File: src/mpct_pkg.sv
// Shared types and constants for the mouse packet cursor tracker.
`timescale 1ns / 1ps

package mpct_pkg;

   // Field widths fixed by the interface
   localparam int DATA_BITS   = 8;
   localparam int SIZE_BITS   = 13;
   localparam int CURSOR_BITS = 12;
   localparam int CSR_INDEX_BITS = 2;

   // Default coordinate register width
   localparam int COORD_BITS_DEFAULT = 12;

   // Queue depths between the stages
   localparam int PKT_QUEUE_DEPTH = 2;
   localparam int RSP_QUEUE_DEPTH = 2;

   // Screen size reset values
   localparam logic [SIZE_BITS-1:0] COLUMNS_RESET = 13'd640;
   localparam logic [SIZE_BITS-1:0] ROWS_RESET    = 13'd480;

   // Configuration register indexes
   localparam logic [CSR_INDEX_BITS-1:0] CSR_COLUMNS = 2'd0;
   localparam logic [CSR_INDEX_BITS-1:0] CSR_ROWS    = 2'd1;

   // Complete mouse packet handed from front to back
   typedef struct packed {
      logic                 left_button;
      logic [DATA_BITS-1:0] delta_x;
      logic [DATA_BITS-1:0] delta_y;
   } packet_type;

   // Result transaction
   typedef struct packed {
      logic [CURSOR_BITS-1:0] cursor_x;
      logic [CURSOR_BITS-1:0] cursor_y;
      logic                   left_button;
   } rsp_type;

endpackage

File: src/mouse_packet_cursor_tracker.sv
// Top level of the mouse packet cursor tracker.
`timescale 1ns / 1ps

// Usage:
//   Input queue side: drive req_data_byte/req_from_aux and raise req_push; a
//   byte is taken at each edge with req_push high and req_full low. Bytes with
//   req_from_aux low (keyboard) are dropped. Every third mouse byte completes a
//   packet, which yields one transaction on the result side.
//   Result queue side: while rsp_empty is low the oldest cursor position and
//   button are on rsp_*; raise rsp_pop to take it.
//   CSR side: csr_ready is always high; index 0 sets screen width, 1 screen
//   height. Other indexes are ignored. New sizes apply at the next packet.
//   Throughput: one byte per cycle while req_full is low. The edge that takes
//   the third byte writes the packet queue; the cursor stage moves the packet
//   into the result queue when that has room, and the result is then on rsp_*.
//   Stall: when the result queue fills, the cursor stage stops, the two-entry
//   packet queue fills and req_full rises; nothing is lost.
//   Reset: sizes return to 640 x 480, the cursor is centered, the packet byte
//   position returns to the header byte and both queues empty.
module mouse_packet_cursor_tracker
   import mpct_pkg::*;
#(
   parameter int COORD_BITS = COORD_BITS_DEFAULT
) (
   input  logic                      clock,
   input  logic                      reset,
   input  logic                      req_push,
   output logic                      req_full,
   input  logic [DATA_BITS-1:0]      req_data_byte,
   input  logic                      req_from_aux,
   output logic                      rsp_empty,
   input  logic                      rsp_pop,
   output logic [CURSOR_BITS-1:0]    rsp_cursor_x,
   output logic [CURSOR_BITS-1:0]    rsp_cursor_y,
   output logic                      rsp_left_button,
   input  logic                      csr_valid,
   output logic                      csr_ready,
   input  logic [CSR_INDEX_BITS-1:0] csr_index,
   input  logic [SIZE_BITS-1:0]      csr_wdata
);

   logic [SIZE_BITS-1:0] num_columns_ff, num_columns_in;
   logic [SIZE_BITS-1:0] num_rows_ff, num_rows_in;

   logic       front_push;
   packet_type front_pkt;
   logic       pkt_full, pkt_empty, pkt_pop;
   packet_type pkt_head;
   logic       back_push;
   rsp_type    back_rsp;
   logic       rsp_q_full;
   rsp_type    rsp_head;
   logic       rsp_take;

   // Decode CSR writes
   assign csr_ready = 1'b1;

   always_comb begin
      num_columns_in = num_columns_ff;
      num_rows_in    = num_rows_ff;
      if (csr_valid && csr_ready) begin
         unique case (csr_index)
            CSR_COLUMNS: num_columns_in = csr_wdata;
            CSR_ROWS:    num_rows_in    = csr_wdata;
            default: begin
            end
         endcase
      end
   end

   always_ff @(posedge clock) begin
      if (reset) begin
         num_columns_ff <= COLUMNS_RESET;
         num_rows_ff    <= ROWS_RESET;
      end else begin
         num_columns_ff <= num_columns_in;
         num_rows_ff    <= num_rows_in;
      end
   end

   mpct_front u_front (
      .clock         (clock),
      .reset         (reset),
      .req_push      (req_push),
      .req_data_byte (req_data_byte),
      .req_from_aux  (req_from_aux),
      .req_full      (req_full),
      .pkt_push      (front_push),
      .pkt_data      (front_pkt),
      .pkt_full      (pkt_full)
   );

   mpct_fifo #(
      .WIDTH ($bits(packet_type)),
      .DEPTH (PKT_QUEUE_DEPTH)
   ) u_pkt_queue (
      .clock (clock),
      .reset (reset),
      .push  (front_push),
      .wdata (front_pkt),
      .full  (pkt_full),
      .pop   (pkt_pop),
      .rdata (pkt_head),
      .empty (pkt_empty)
   );

   mpct_back #(
      .COORD_BITS (COORD_BITS)
   ) u_back (
      .clock       (clock),
      .reset       (reset),
      .num_columns (num_columns_ff),
      .num_rows    (num_rows_ff),
      .pkt_empty   (pkt_empty),
      .pkt_data    (pkt_head),
      .pkt_pop     (pkt_pop),
      .rsp_push    (back_push),
      .rsp_data    (back_rsp),
      .rsp_full    (rsp_q_full)
   );

   // Pop the result queue only on a completed transaction
   assign rsp_take = rsp_pop && !rsp_empty;

   mpct_fifo #(
      .WIDTH ($bits(rsp_type)),
      .DEPTH (RSP_QUEUE_DEPTH)
   ) u_rsp_queue (
      .clock (clock),
      .reset (reset),
      .push  (back_push),
      .wdata (back_rsp),
      .full  (rsp_q_full),
      .pop   (rsp_take),
      .rdata (rsp_head),
      .empty (rsp_empty)
   );

   assign rsp_cursor_x    = rsp_head.cursor_x;
   assign rsp_cursor_y    = rsp_head.cursor_y;
   assign rsp_left_button = rsp_head.left_button;

endmodule

File: src/mpct_fifo.sv
// Small register-based queue with push/full and pop/empty sides.
`timescale 1ns / 1ps

module mpct_fifo #(
   parameter int WIDTH = 8,
   parameter int DEPTH = 2
) (
   input  logic             clock,
   input  logic             reset,
   input  logic             push,
   input  logic [WIDTH-1:0] wdata,
   output logic             full,
   input  logic             pop,
   output logic [WIDTH-1:0] rdata,
   output logic             empty
);

   localparam int PW = (DEPTH > 1) ? $clog2(DEPTH) : 1;
   localparam int CW = $clog2(DEPTH + 1);
   localparam logic [PW-1:0] LAST_PTR  = PW'(DEPTH - 1);
   localparam logic [CW-1:0] DEPTH_CNT = CW'(DEPTH);

   logic [WIDTH-1:0] mem_ff [DEPTH];
   logic [PW-1:0]    wr_ptr_ff, wr_ptr_in;
   logic [PW-1:0]    rd_ptr_ff, rd_ptr_in;
   logic [CW-1:0]    count_ff, count_in;

   assign full  = (count_ff == DEPTH_CNT);
   assign empty = (count_ff == '0);
   assign rdata = mem_ff[rd_ptr_ff];

   // Advance pointers and occupancy
   always_comb begin
      wr_ptr_in = wr_ptr_ff;
      rd_ptr_in = rd_ptr_ff;
      count_in  = count_ff;
      if (push) begin
         wr_ptr_in = (wr_ptr_ff == LAST_PTR) ? '0 : wr_ptr_ff + PW'(1);
      end
      if (pop) begin
         rd_ptr_in = (rd_ptr_ff == LAST_PTR) ? '0 : rd_ptr_ff + PW'(1);
      end
      if (push && !pop) begin
         count_in = count_ff + CW'(1);
      end else if (!push && pop) begin
         count_in = count_ff - CW'(1);
      end
   end

   always_ff @(posedge clock) begin
      if (reset) begin
         wr_ptr_ff <= '0;
         rd_ptr_ff <= '0;
         count_ff  <= '0;
      end else begin
         wr_ptr_ff <= wr_ptr_in;
         rd_ptr_ff <= rd_ptr_in;
         count_ff  <= count_in;
      end
   end

   // Store the pushed entry
   always_ff @(posedge clock) begin
      if (push) begin
         mem_ff[wr_ptr_ff] <= wdata;
      end
   end

   a_no_overflow: assert property (@(posedge clock) disable iff (reset) !(push && full))
      else $error("queue pushed while full");
   a_no_underflow: assert property (@(posedge clock) disable iff (reset) !(pop && empty))
      else $error("queue popped while empty");
   a_count_bound: assert property (@(posedge clock) disable iff (reset) count_ff <= DEPTH_CNT)
      else $error("queue occupancy out of range");

endmodule

File: src/mpct_front.sv
// Front stage: filters keyboard bytes and assembles three-byte mouse packets.
`timescale 1ns / 1ps

module mpct_front
   import mpct_pkg::*;
(
   input  logic                 clock,
   input  logic                 reset,
   input  logic                 req_push,
   input  logic [DATA_BITS-1:0] req_data_byte,
   input  logic                 req_from_aux,
   output logic                 req_full,
   output logic                 pkt_push,
   output packet_type           pkt_data,
   input  logic                 pkt_full
);

   typedef enum logic [2:0] {
      ST_BYTE0 = 3'b001,
      ST_BYTE1 = 3'b010,
      ST_BYTE2 = 3'b100
   } byte_state_type;

   byte_state_type       state_ff, state_in;
   logic [DATA_BITS-1:0] header_ff, header_in;
   logic [DATA_BITS-1:0] delta_x_ff, delta_x_in;
   logic                 accept;
   logic                 mouse_byte;

   // Stall input only when the packet queue cannot take a packet
   assign req_full   = pkt_full;
   assign accept     = req_push && !req_full;
   assign mouse_byte = accept && req_from_aux;

   // Gather packet bytes; drop keyboard bytes
   always_comb begin
      state_in   = state_ff;
      header_in  = header_ff;
      delta_x_in = delta_x_ff;
      pkt_push   = 1'b0;
      if (mouse_byte) begin
         unique case (state_ff)
            ST_BYTE0: begin
               header_in = req_data_byte;
               state_in  = ST_BYTE1;
            end
            ST_BYTE1: begin
               delta_x_in = req_data_byte;
               state_in   = ST_BYTE2;
            end
            ST_BYTE2: begin
               pkt_push = 1'b1;
               state_in = ST_BYTE0;
            end
            default: begin
               state_in = ST_BYTE0;
            end
         endcase
      end
   end

   assign pkt_data.left_button = header_ff[0];
   assign pkt_data.delta_x     = delta_x_ff;
   assign pkt_data.delta_y     = req_data_byte;

   always_ff @(posedge clock) begin
      if (reset) begin
         state_ff   <= ST_BYTE0;
         header_ff  <= '0;
         delta_x_ff <= '0;
      end else begin
         state_ff   <= state_in;
         header_ff  <= header_in;
         delta_x_ff <= delta_x_in;
      end
   end

   a_kbd_ignored: assert property (@(posedge clock) disable iff (reset)
      (accept && !req_from_aux) |=> $stable(state_ff))
      else $error("keyboard byte moved the packet position");
   a_packet_wraps: assert property (@(posedge clock) disable iff (reset)
      (mouse_byte && state_ff == ST_BYTE2) |=> (state_ff == ST_BYTE0))
      else $error("packet position did not wrap after third byte");
   a_push_room: assert property (@(posedge clock) disable iff (reset)
      !(pkt_push && pkt_full))
      else $error("packet pushed into full queue");

endmodule

File: src/mpct_back.sv
// Back stage: applies packet deltas to the cursor and clamps it to the screen.
`timescale 1ns / 1ps

module mpct_back
   import mpct_pkg::*;
#(
   parameter int COORD_BITS = COORD_BITS_DEFAULT
) (
   input  logic                 clock,
   input  logic                 reset,
   input  logic [SIZE_BITS-1:0] num_columns,
   input  logic [SIZE_BITS-1:0] num_rows,
   input  logic                 pkt_empty,
   input  packet_type           pkt_data,
   output logic                 pkt_pop,
   output logic                 rsp_push,
   output rsp_type              rsp_data,
   input  logic                 rsp_full
);

   localparam int EW = (COORD_BITS + 1 > SIZE_BITS) ? COORD_BITS + 1 : SIZE_BITS;
   localparam int SW = COORD_BITS + 2;
   localparam logic [EW-1:0] LIMIT = EW'(1) << COORD_BITS;

   // Effective size: zero acts as one, large values saturate at the coordinate range
   function automatic logic [EW-1:0] eff_size(input logic [SIZE_BITS-1:0] sz);
      logic [EW-1:0] s;
      s = EW'(sz);
      if (s == '0) begin
         s = EW'(1);
      end
      if (s > LIMIT) begin
         s = LIMIT;
      end
      return s;
   endfunction

   // Clamp a signed sum into [0, max]
   function automatic logic [COORD_BITS-1:0] clamp(input logic signed [SW-1:0] v,
                                                   input logic [COORD_BITS-1:0] max);
      logic [COORD_BITS-1:0] r;
      if (v[SW-1]) begin
         r = '0;
      end else if (v[COORD_BITS:0] > {1'b0, max}) begin
         r = max;
      end else begin
         r = v[COORD_BITS-1:0];
      end
      return r;
   endfunction

   localparam logic [COORD_BITS-1:0] X_HOME = COORD_BITS'(eff_size(COLUMNS_RESET) >> 1);
   localparam logic [COORD_BITS-1:0] Y_HOME = COORD_BITS'(eff_size(ROWS_RESET) >> 1);

   logic [COORD_BITS-1:0] pos_x_ff, pos_x_in;
   logic [COORD_BITS-1:0] pos_y_ff, pos_y_in;
   logic [COORD_BITS-1:0] max_x, max_y;
   logic signed [SW-1:0]  sum_x, sum_y;

   // Consume a packet whenever the result queue has room
   assign pkt_pop  = !pkt_empty && !rsp_full;
   assign rsp_push = pkt_pop;

   assign max_x = COORD_BITS'(eff_size(num_columns) - EW'(1));
   assign max_y = COORD_BITS'(eff_size(num_rows) - EW'(1));

   // X moves by the delta, Y by the negated delta (down positive)
   assign sum_x = $signed({2'b00, pos_x_ff})
                + $signed({{(SW - DATA_BITS){pkt_data.delta_x[DATA_BITS-1]}}, pkt_data.delta_x});
   assign sum_y = $signed({2'b00, pos_y_ff})
                - $signed({{(SW - DATA_BITS){pkt_data.delta_y[DATA_BITS-1]}}, pkt_data.delta_y});

   always_comb begin
      pos_x_in = pos_x_ff;
      pos_y_in = pos_y_ff;
      if (pkt_pop) begin
         pos_x_in = clamp(sum_x, max_x);
         pos_y_in = clamp(sum_y, max_y);
      end
   end

   assign rsp_data.cursor_x    = CURSOR_BITS'(pos_x_in);
   assign rsp_data.cursor_y    = CURSOR_BITS'(pos_y_in);
   assign rsp_data.left_button = pkt_data.left_button;

   always_ff @(posedge clock) begin
      if (reset) begin
         pos_x_ff <= X_HOME;
         pos_y_ff <= Y_HOME;
      end else begin
         pos_x_ff <= pos_x_in;
         pos_y_ff <= pos_y_in;
      end
   end

   a_x_in_screen: assert property (@(posedge clock) disable iff (reset)
      pkt_pop |=> (pos_x_ff <= $past(max_x)))
      else $error("cursor X beyond screen width");
   a_y_in_screen: assert property (@(posedge clock) disable iff (reset)
      pkt_pop |=> (pos_y_ff <= $past(max_y)))
      else $error("cursor Y beyond screen height");
   a_hold_idle: assert property (@(posedge clock) disable iff (reset)
      !pkt_pop |=> ($stable(pos_x_ff) && $stable(pos_y_ff)))
      else $error("cursor moved without a packet");

endmodule

File: config.mk
export PLATFORM = sky130hd
export DESIGN_NAME = mouse_packet_cursor_tracker
export DESIGN_NICKNAME = d
export VERILOG_FILES = /design/src/mpct_pkg.sv /design/src/mouse_packet_cursor_tracker.sv /design/src/mpct_fifo.sv /design/src/mpct_front.sv /design/src/mpct_back.sv
export SDC_FILE = /design/constraint.sdc
export NUM_CORES = 1
export LEC_CHECK = 0
export ABC_AREA = 1
export BUFFER_PORTS_ARGS = -buffer_cell sky130_fd_sc_hd__buf_2
export CAP_MARGIN = 5
export CORE_MARGIN = 5
export CORE_UTILIZATION = 66
export DETAILED_ROUTE_END_ITERATION = 10
export PLACE_DENSITY = 0.86
export SKIP_CTS_REPAIR_TIMING = 1
export SYNTH_ARGS = -nofsm -noshare
export SYNTH_HDL_FRONTEND = slang
export SYNTH_SLANG_ARGS = --single-unit
File: constraint.sdc
create_clock -name clock -period 6.3 [get_ports clock]
set_clock_uncertainty 0.15 [all_clocks]
set_input_delay 1.26 -clock clock [delete_from_list [all_inputs] [get_ports clock]]
set_output_delay 1.26 -clock clock [all_outputs]
set_load 0.005 [all_outputs]
### Word-level counts from Yosys, hierarchy flattened

Memories as Yosys holds them, arrays and structs flattened. A register that Yosys moved wholly into a read port is not among the register bits.
Cells that the tools add are included.

* reduce and logical (&&, ||, !) cells: 26
* add/sub/neg operators: 12
* $lt $le $gt $ge: 4
* equal/unequal tests: 6
* multiplexer cells: 29

Operators by type and width (number)
* two-way mux 12 bit: 8
* greater-than comparator 13 x 12 -> 1 bit: 2
* greater-than comparator 13 bit, second input constant: 2
* zero test 13 bit: 2
* two-way mux 13 bit: 2
* subtractor 12 x 1 -> 12 bit, second input constant: 2
* adder 13 x 8 -> 14 bit: 1
* two-way mux 1 bit: 14
* subtractor 13 x 8 -> 14 bit: 1
* logical AND 1 bit: 8
* two-way mux 2 bit: 4
* AND reduction 2 bit: 4
* zero test 1 bit: 7
* zero test 2 bit: 3
* case mux 3 bit (2 select lines): 1
* adder 1 bit, second input constant: 4
* adder 2 x 1 -> 2 bit, second input constant: 2
* equality test 2 bit, second input constant: 2
* nonzero test 2 bit: 2
* subtractor 2 x 1 -> 2 bit, second input constant: 2
* equality test 3 x 1 -> 1 bit, second input constant: 1
* equality test 3 x 2 -> 1 bit, second input constant: 1
* equality test 3 bit, second input constant: 1
* equality test 2 x 1 -> 1 bit, second input constant: 1

* output and inout bits: 28
* RAM bits: 84
* register bits: 70
* memories: 2
* input bits: 29

Memory list
* u_rsp_queue.mem_ff: depth 2, bits a word 25, read ports 1, clocked after Yosys merged registers in 1, wr ports 1, RTL line mpct_fifo.sv:23 `logic [WIDTH-1:0] mem_ff [DEPTH];`
* u_pkt_queue.mem_ff: depth 2, bits a word 17, read ports 1, clocked after Yosys merged registers in 1, wr ports 1, RTL line mpct_fifo.sv:23

### Longest topological paths before layout

Gate-level depths: netlist (run 1).

* depth after elaboration: 9
* gate-level depth with buffers: 31

### Modules after synthesis

A second synthesis (run 1) with hierarchy kept.

* cell total of the unflattened synthesis: 1139
* area, all modules: 9475.3 um^2

By module, submodules not included
* mpct_back: times used 1, seq. area each 480.5 um^2, area an instance 4095.2 um^2, cells each 691
* mpct_fifo (u_rsp_queue): times used 1, seq. area each 1601.5 um^2, area an instance 2135.8 um^2, cells each 111
* mpct_fifo (u_pkt_queue): times used 1, seq. area each 1121.1 um^2, area an instance 1507.7 um^2, cells each 86
* mouse_packet_cursor_tracker: times used 1, seq. area each 520.5 um^2, area an instance 1119.8 um^2, cells each 162
* mpct_front: times used 1, seq. area each 240.2 um^2, area an instance 616.8 um^2, cells each 89

### Least setup slack after synthesis (run 1)

No wires, ideal clock.

* path kind: register to register
* start point: register (tool-made name)
* end point: memory u_rsp_queue.mem_ff[0][21] (netlist bit), data pin
* slack: 2227 ps
* path buffers: 3
* setup time: 258 ps
* cell stages (with the launch flop): 24
* arrival: 3665 ps
* data required time: 5892 ps
* cells stage by stage: dfxtp_1 > buf_2 > buf_1 > mux2_2 > ha_1 > a21oi_1 > nor2_1 > nor2_1 > nand2_1 > a21oi_1 > xor2_1 > inv_1 > ha_1 > nand3_1 > inv_1 > nand2_1 > nor2_1 > nand4_1 > nand2_1 > nand3_2 > buf_6 > or2_1 > nand3_1 > nand2_1

RTL lines (RTL line)
* to (decl): mpct_fifo.sv:23

==> run_results.csv, run 1 <==
group,metric,value,unit
status,status,"finished clean",
floorplanning,core_area,13100,sq um
synth,postSynthAreaPerCell,8.67,sq um
clock_network,cts_buffer_depth,2,
synth,syn-cell-area,8700,sq um
setup_path,path_common_cell,"nand2_1",
setup_path,crit_slowest_cell,"dfxtp_1",
clock_network,htreeDepth,4,
global_routing,grt_overflow,0,
finish,drive_gt1_share,15.2,%
sta,setup_ws,1.35,ns
power_and_ir_drop,ir_drop,212,uV
finish,mostFrequentLayoutCell,"nand2_1",
route,wl_met2,8920,um
route,drtIter0Drc,626,
finish,layout.cells.most_common_list,"nand2_1 (216), inv_1 (103), nor2_1 (90), edfxtp_1 (84), a21oi_1 (74)",
setup_path,end_kind,"register",
setup_path,worstSetupStartpointType,"register",
route,routed_wirelength,19600,um
finish,layout.nets,1141,
place,place.detailed.hpwl,14100,um
global_routing,grt_max_degree,51,
route,met1Wirelength,8580,um
floorplanning,die_area,15600,sq um
route,wl_met3,1650,um
hold_path,min_path_type,"reg2reg",
route,routed.top_layer,"met5",
synth,synth-edff-count,84,
setup_path,r2r_end,"u_rsp_queue.mem_ff[1][19]",
setup_path,rrSetupSlack,1.35,ns
sta,post-route-period-util,78.6,%
sta,tns,0,ns
finish,synthToLayoutAreaGrowth,11.0,%
route,dr.pass1.iters,5,
clock_network,cts_tree,"done",
synth,synth_seq_area_share,45.6,%
route,viasPerCell,5.66,
hold_path,min_to,"u_pkt_queue.mem_ff[1][12]",
clock_network,clkTransAtPathRegs,0.06,ns
power_and_ir_drop,p_leak,4.28,nW
finish,final_cells,1245,
sta,setup_violations,0,
sta,worst_hold_slack,0.311,ns
floorplanning,rows,42,
place,pre_cts_ws,1.50,ns
clock_network,root_buffer,"clkbuf_16",
setup_path,crit_arrival,4.97,ns
synth,synthArstFlopShare,0,%
synth,ys_warn_count,0,
synth,ys.flop_type,"edfxtp_1",
setup_path,cp_slowest_stage_delay,0.93,ns
sta,relSlewSlack,26.5,%
sta,drv_slew,0,
synth,synth_cell_types,54,
setup_path,path_buf_inv,2,
sta,finalHoldViolations,0,
sta,finalCriticalPeriod,4.95,ns
setup_path,cp_max_fo,21,
synth,synth-seq-cells,156,
synth,synthesis.nets,1088,
hold_path,hold_depth,0,
power_and_ir_drop,power_density,515,nW/um^2
global_routing,grt_pass1_vias,6627,
floorplanning,die_x,125,um
sta,fmax,202,MHz
clock_network,clkSinkCount,156,
route,vias,7046,
setup_path,crit_family,"simple AND/OR/NAND/NOR gates",
setup_path,path_cells,"mux2_2, ha_1, a21oi_1, nand2_1, nand2_1, nand2_1, a21oi_1, xor2_1, inv_1, ha_1, nand3_1, inv_1, nand2_1, nor2_1, nand4_1, nand2_1, nand3_2, or2_2, nand3_1, nand2_1",
floorplanning,die_y,125,um
clock_network,tritoncts.num_buffers,17,
sta,rsz0062_at_grt,"no",
floorplanning,io_pins,57,
place,place_inst,1213,
global_routing,antenna_found_initial,2,
setup_path,crit_type,"reg2reg",
place,port_buffers,55,
job,maxCapViolations,0,
sta,worst_slew_pin_slew,1.10,ns
place,gp_congestion,0.885,
route,drt-wirelength-per-cell,15.7,um
setup_path,cp.required,6.32,ns
setup_path,r2r_cells,20,
floorplanning,start_util,66.5,%
clock_network,clk_latency,0.43,ns
global_routing,grt_pass1_wl,31700,um
route,antenna_left,0,
finish,num_antenna_cells,0,
synth,synthCells,1003,
global_routing,grt_util_all_layers,25.2,%
route,route.detailed.drc,0,
hold_path,min_from,"u_front.delta_x_ff[4]",
==> logic make-up (layout without fill, tap and decap cells) <==
family	Yosys count	count (layout)	synth area share [%]
adders and majority gates	56	56	8.23
xor gates and xnor gates	26	26	2.70
muxes	40	40	5.09
AOI/OAI and AO/OA	169	169	11.3
and+or+nand+nor	420	420	20.8
buffers and inverters	135	201	6.31
DFF	156	156	45.6
other	1	1	0.0431
==> synth_stat cells, types with 2 or more instances <==
cell type,instances,area [sq um]
a21oi_1,74,370
a21oi_2,6,52.6
a31oi_1,2,12.5
and2_1,10,62.6
buf_1,3,11.3
buf_2,3,15.0
buf_4,3,22.5
buf_6,3,33.8
clkbuf_1,15,56.3
dfxtp_1,72,1440
edfxtp_1,84,2520
fa_1,2,40.0
ha_1,54,676
inv_1,103,387
inv_2,3,11.3
mux2_2,34,383
mux2i_1,6,60.1
nand2_1,216,811
nand2_2,7,43.8
nand3_1,58,290
nand3_2,6,60.1
nand3b_1,2,15.0
nand4_1,12,75.1
nor2_1,92,345
nor3_1,7,35.0
o211ai_1,11,82.6
o21a_1,2,15.0
o21ai_0,52,260
o21ai_1,5,25.0
o21ai_2,3,26.3
o21bai_1,3,22.5
o31ai_1,2,15.0
or2_1,3,18.8
or2_2,2,12.5
xnor2_1,7,61.3
xor2_1,18,158
==> routing by layer <==
metal	vias to the layer above	track usage, %
li1	3502	-
met1	3238	34.2
met2	265	39.7
met3	37	6.69
met4	4	8.23
met5	-	0
==> through the flow <==
| step | area (sq um) | util (%) | total power, W |
|---|---|---|---|
| 6_report | 9660 | 73.8 | 0.00497 |
| 5_1_grt | 9660 | 73.8 | 0.00535 |
| 4_1_cts | 9660 | 73.8 | 0.00494 |
| 3_5_place_dp | 9110 | 69.6 | 0.00395 |
| 3_3_place_gp | 9110 | 69.6 | 0.00388 |
| 2_1_floorplan | 8700 | - | 0.00335 |
==> final cells by class <==
class / instances / area (sq um)
timing repair buffer: 61 / 320
clock buffer: 19 / 433
clock inverter: 13 / 116
sequential: 156 / 3960
tap: 176 / 220
inverter: 108 / 410
multi-input combinational: 712 / 4190
fill: 943 / 3430
==> report_power, final <==
| part | leakage, nW | total (W) | internal (W) | switching, W |
|---|---|---|---|---|
| registers | 1.38 | 0.00154 | 0.00141 | 0.000136 |
| clock network | 0.255 | 0.000949 | 0.000543 | 0.000406 |
| logic | 2.64 | 0.00248 | 0.000901 | 0.00158 |
==> sequential cells by signal, indices dropped and copies added (netlist names), 2 cells and up, named ones only <==
signal / cells
num_rows_ff: 13
u_back.pos_x_ff: 12
u_pkt_queue.mem_ff: 34
u_rsp_queue.count_ff: 2
u_front.state_ff: 3
u_pkt_queue.count_ff: 2
u_rsp_queue.mem_ff: 50
u_front.delta_x_ff: 8
u_back.pos_y_ff: 12
num_columns_ff: 13
==> how the worst max path moves through the flow <==
| stage | from | endpoint | slack (ns) | cells past startpoint |
|---|---|---|---|---|
| global route | register | u_rsp_queue.mem_ff[1][19] | 0.94 | 21 |
| global placement | register | u_rsp_queue.mem_ff[0][19] | 1.57 | 20 |
| CTS | register | u_rsp_queue.mem_ff[1][19] | 1.44 | 20 |
| floorplan | register | u_rsp_queue.mem_ff[0][21] | 2.23 | 23 |
| finish | register | u_rsp_queue.mem_ff[1][19] | 1.35 | 20 |
| detailed placement | register | u_rsp_queue.mem_ff[1][19] | 1.50 | 20 |
Power figures use the tool's default switching activity.
==> inputs of run 2 (changes only) <==
--- a/config.mk
+++ b/config.mk
@@ -9,9 +9,9 @@
 export BUFFER_PORTS_ARGS = -buffer_cell sky130_fd_sc_hd__buf_2
 export CAP_MARGIN = 5
 export CORE_MARGIN = 5
-export CORE_UTILIZATION = 66
+export CORE_UTILIZATION = 61
 export DETAILED_ROUTE_END_ITERATION = 10
-export PLACE_DENSITY = 0.86
+export PLACE_DENSITY = 0.8
 export SKIP_CTS_REPAIR_TIMING = 1
 export SYNTH_ARGS = -nofsm -noshare
 export SYNTH_HDL_FRONTEND = slang
==> constraint.sdc (replaced) <==
create_clock -name clock -period 4.7 [get_ports clock]
set_clock_uncertainty 0.15 [all_clocks]
set_input_delay 0.94 -clock clock [delete_from_list [all_inputs] [get_ports clock]]
set_output_delay 0.94 -clock clock [all_outputs]
set_load 0.005 [all_outputs]
==> run 2 against run 1 <==
Effect of this change:
- combinational power rose by 37%
- design area rose by 1.8%
- sequential cell count did not move
- worst setup slack got worse by 0.98 ns
- power rose by 40%
- largest power group unchanged
- largest cell class unchanged
- critical endpoint unchanged
- clock power rose by 57%
- routed wire length rose by 1.8%
- utilization fell by 3.2 points
- non-clock buffer count rose by 7
- die area rose by 7.5%
==> run_results.csv, run 2 (same netlist as run 1, synthesis figures left out) <==
group,metric,value,unit
floorplanning,io_pins,57,
finish,synthToLayoutAreaGrowth,13.0,%
sta,relSlewSlack,19.7,%
clock_network,cts_buffer_depth,2,
global_routing,use_met3,5.15,%
floorplanning,die_x,129,um
route,vias,7064,
finish,largest_reg_flops,50,
place,gp_congestion,0.913,
finish,num_antenna_cells,0,
sta,setup_violations,0,
finish,drive_gt1_share,16.4,%
setup_path,path_common_cell,"nand2_1",
sta,drv_slew,0,
global_routing,grt_overflow,0,
power_and_ir_drop,power_density,708,nW/um^2
route,routed_wirelength,19900,um
setup_path,worst-path-stages,26,
clock_network,root_buffer,"clkbuf_16",
clock_network,tritoncts.num_buffers,17,
place,place_inst,1224,
sta,fmax,231,MHz
global_routing,grt_max_degree,28,
floorplanning,core_area,13900,sq um
finish,reg_top3,"u_rsp_queue.mem_ff: 50 flops, u_pkt_queue.mem_ff: 34 flops",
setup_path,rrSetupSlack,0.37,ns
sta,setup_ws,0.374,ns
status,status,"finished clean",
sta,finalCriticalPeriod,4.33,ns
clock_network,clkTransAtPathRegs,0.07,ns
clock_network,htreeDepth,4,
global_routing,grt.busiest_layer,"met2",
setup_path,r2r_cells,26,
job,maxCapViolations,0,
clock_network,clk_latency,0.43,ns
setup_path,path_buf_inv,2,
place,port_buffers,55,
setup_path,crit_arrival,4.34,ns
global_routing,use_met1,34.4,%
global_routing,antenna_found_initial,0,
finish,layout.cells.most_common_list,"nand2_1 (216), inv_1 (103), nor2_1 (90), edfxtp_1 (84), a21oi_1 (74)",
clock_network,cts_tree,"done",
finish,layout.nets,1148,
floorplanning,die_y,129,um
global_routing,grt_util_all_layers,24.6,%
global_routing,met2_usage,39.6,%
route,dr.pass1.iters,7,
hold_path,min_path_type,"reg2reg",
floorplanning,start_util,62.4,%
floorplanning,die_area,16700,sq um
setup_path,cp_max_fo,14,
hold_path,min_to,"u_pkt_queue.mem_ff[0][15]",
hold_path,min_from,"u_front.delta_x_ff[7]",
sta,worst_slew_pin_slew,1.20,ns
setup_path,crit_slowest_cell,"dfxtp_1",
finish,mostFrequentLayoutCell,"nand2_1",
power_and_ir_drop,ir_drop,423,uV
route,viasPerCell,5.62,
hold_path,hold_depth,0,
setup_path,worstSetupStartpointType,"register",
place,place.detailed.hpwl,14800,um
route,drtIter0Drc,528,
power_and_ir_drop,p_leak,4.37,nW
setup_path,r2r-start,"num_columns_ff[12]",
setup_path,crit_type,"reg2reg",
global_routing,grt_pass1_vias,6599,
sta,finalHoldViolations,0,
sta,post-route-period-util,92.0,%
sta,tns,0,ns
clock_network,clkSinkCount,156,
finish,final_cells,1256,
floorplanning,rows,43,
setup_path,cp.required,4.72,ns
finish,regMostFlops,"u_rsp_queue.mem_ff",
setup_path,end_kind,"register",
sta,rsz0062_at_grt,"no",
route,drt-wirelength-per-cell,15.9,um
global_routing,grt_pass1_wl,32200,um
route,antenna_left,0,
setup_path,r2r_end,"u_rsp_queue.mem_ff[1][19]",
setup_path,cp_slowest_stage_delay,0.40,ns
route,route.detailed.drc,0,
setup_path,crit_family,"simple AND/OR/NAND/NOR gates",
place,pre_cts_ws,0.250,ns
run 2: cell count changes in the layout (fill, tap and decap cells not counted), sizes merged:
| cell | change |
|---|---|
| buf | +7 |
| inv | +2 |
| clkinvlp | -3 |
| clkinv | -1 |
| clkbuf | -1 |
| bufinv | +3 |
run 2: area by class of cell:
cell class              count  area (sq um)
well taps                 180           225
flip-flops and latches    156          3970
multi-input cells         712          4210
fillers                  1071          4100
repair buffers             68           373
clock buffers              18           439
inverters                 108           410
clock inverters            14           208
run 2: through the flow:
stage	instance area (sq um)	total power, W	hold slack, ns	utilization (%)
global route	9830	0.00746	0.329	70.6
finish	9830	0.00697	0.307	70.6
detailed placement	9160	0.00538	0.290	65.8
CTS	9810	0.00692	0.305	70.4
global placement	9160	0.00524	0.283	65.8
floorplan	8700	0.00450	0.276	-
run 2: worst max path at each step:
stage                       startpoint                         to  slack (ns)
floorplan                     register  u_rsp_queue.mem_ff[0][21]        0.63
global placement     num_columns_ff[6]  u_rsp_queue.mem_ff[0][19]        0.29
detailed placement   num_columns_ff[6]  u_rsp_queue.mem_ff[0][19]        0.25
CTS                  num_columns_ff[6]  u_rsp_queue.mem_ff[1][19]        0.20
global route        num_columns_ff[12]  u_rsp_queue.mem_ff[1][19]       0.009
finish              num_columns_ff[12]  u_rsp_queue.mem_ff[1][19]        0.37
run 2: report_power, final:
group / total [W] / internal (W) / switching [W]
clock: 0.00149 / 0.000917 / 0.000578
sequential: 0.00206 / 0.00189 / 0.000174
combinational: 0.00341 / 0.00125 / 0.00215
run 2: metal layers:
layer | part of all wire, % | vias up
met5 | 0 | -
met4 | 1.5 | 0
met3 | 8.8 | 32
met2 | 46 | 284
met1 | 44 | 3237
li1 | - | 3511
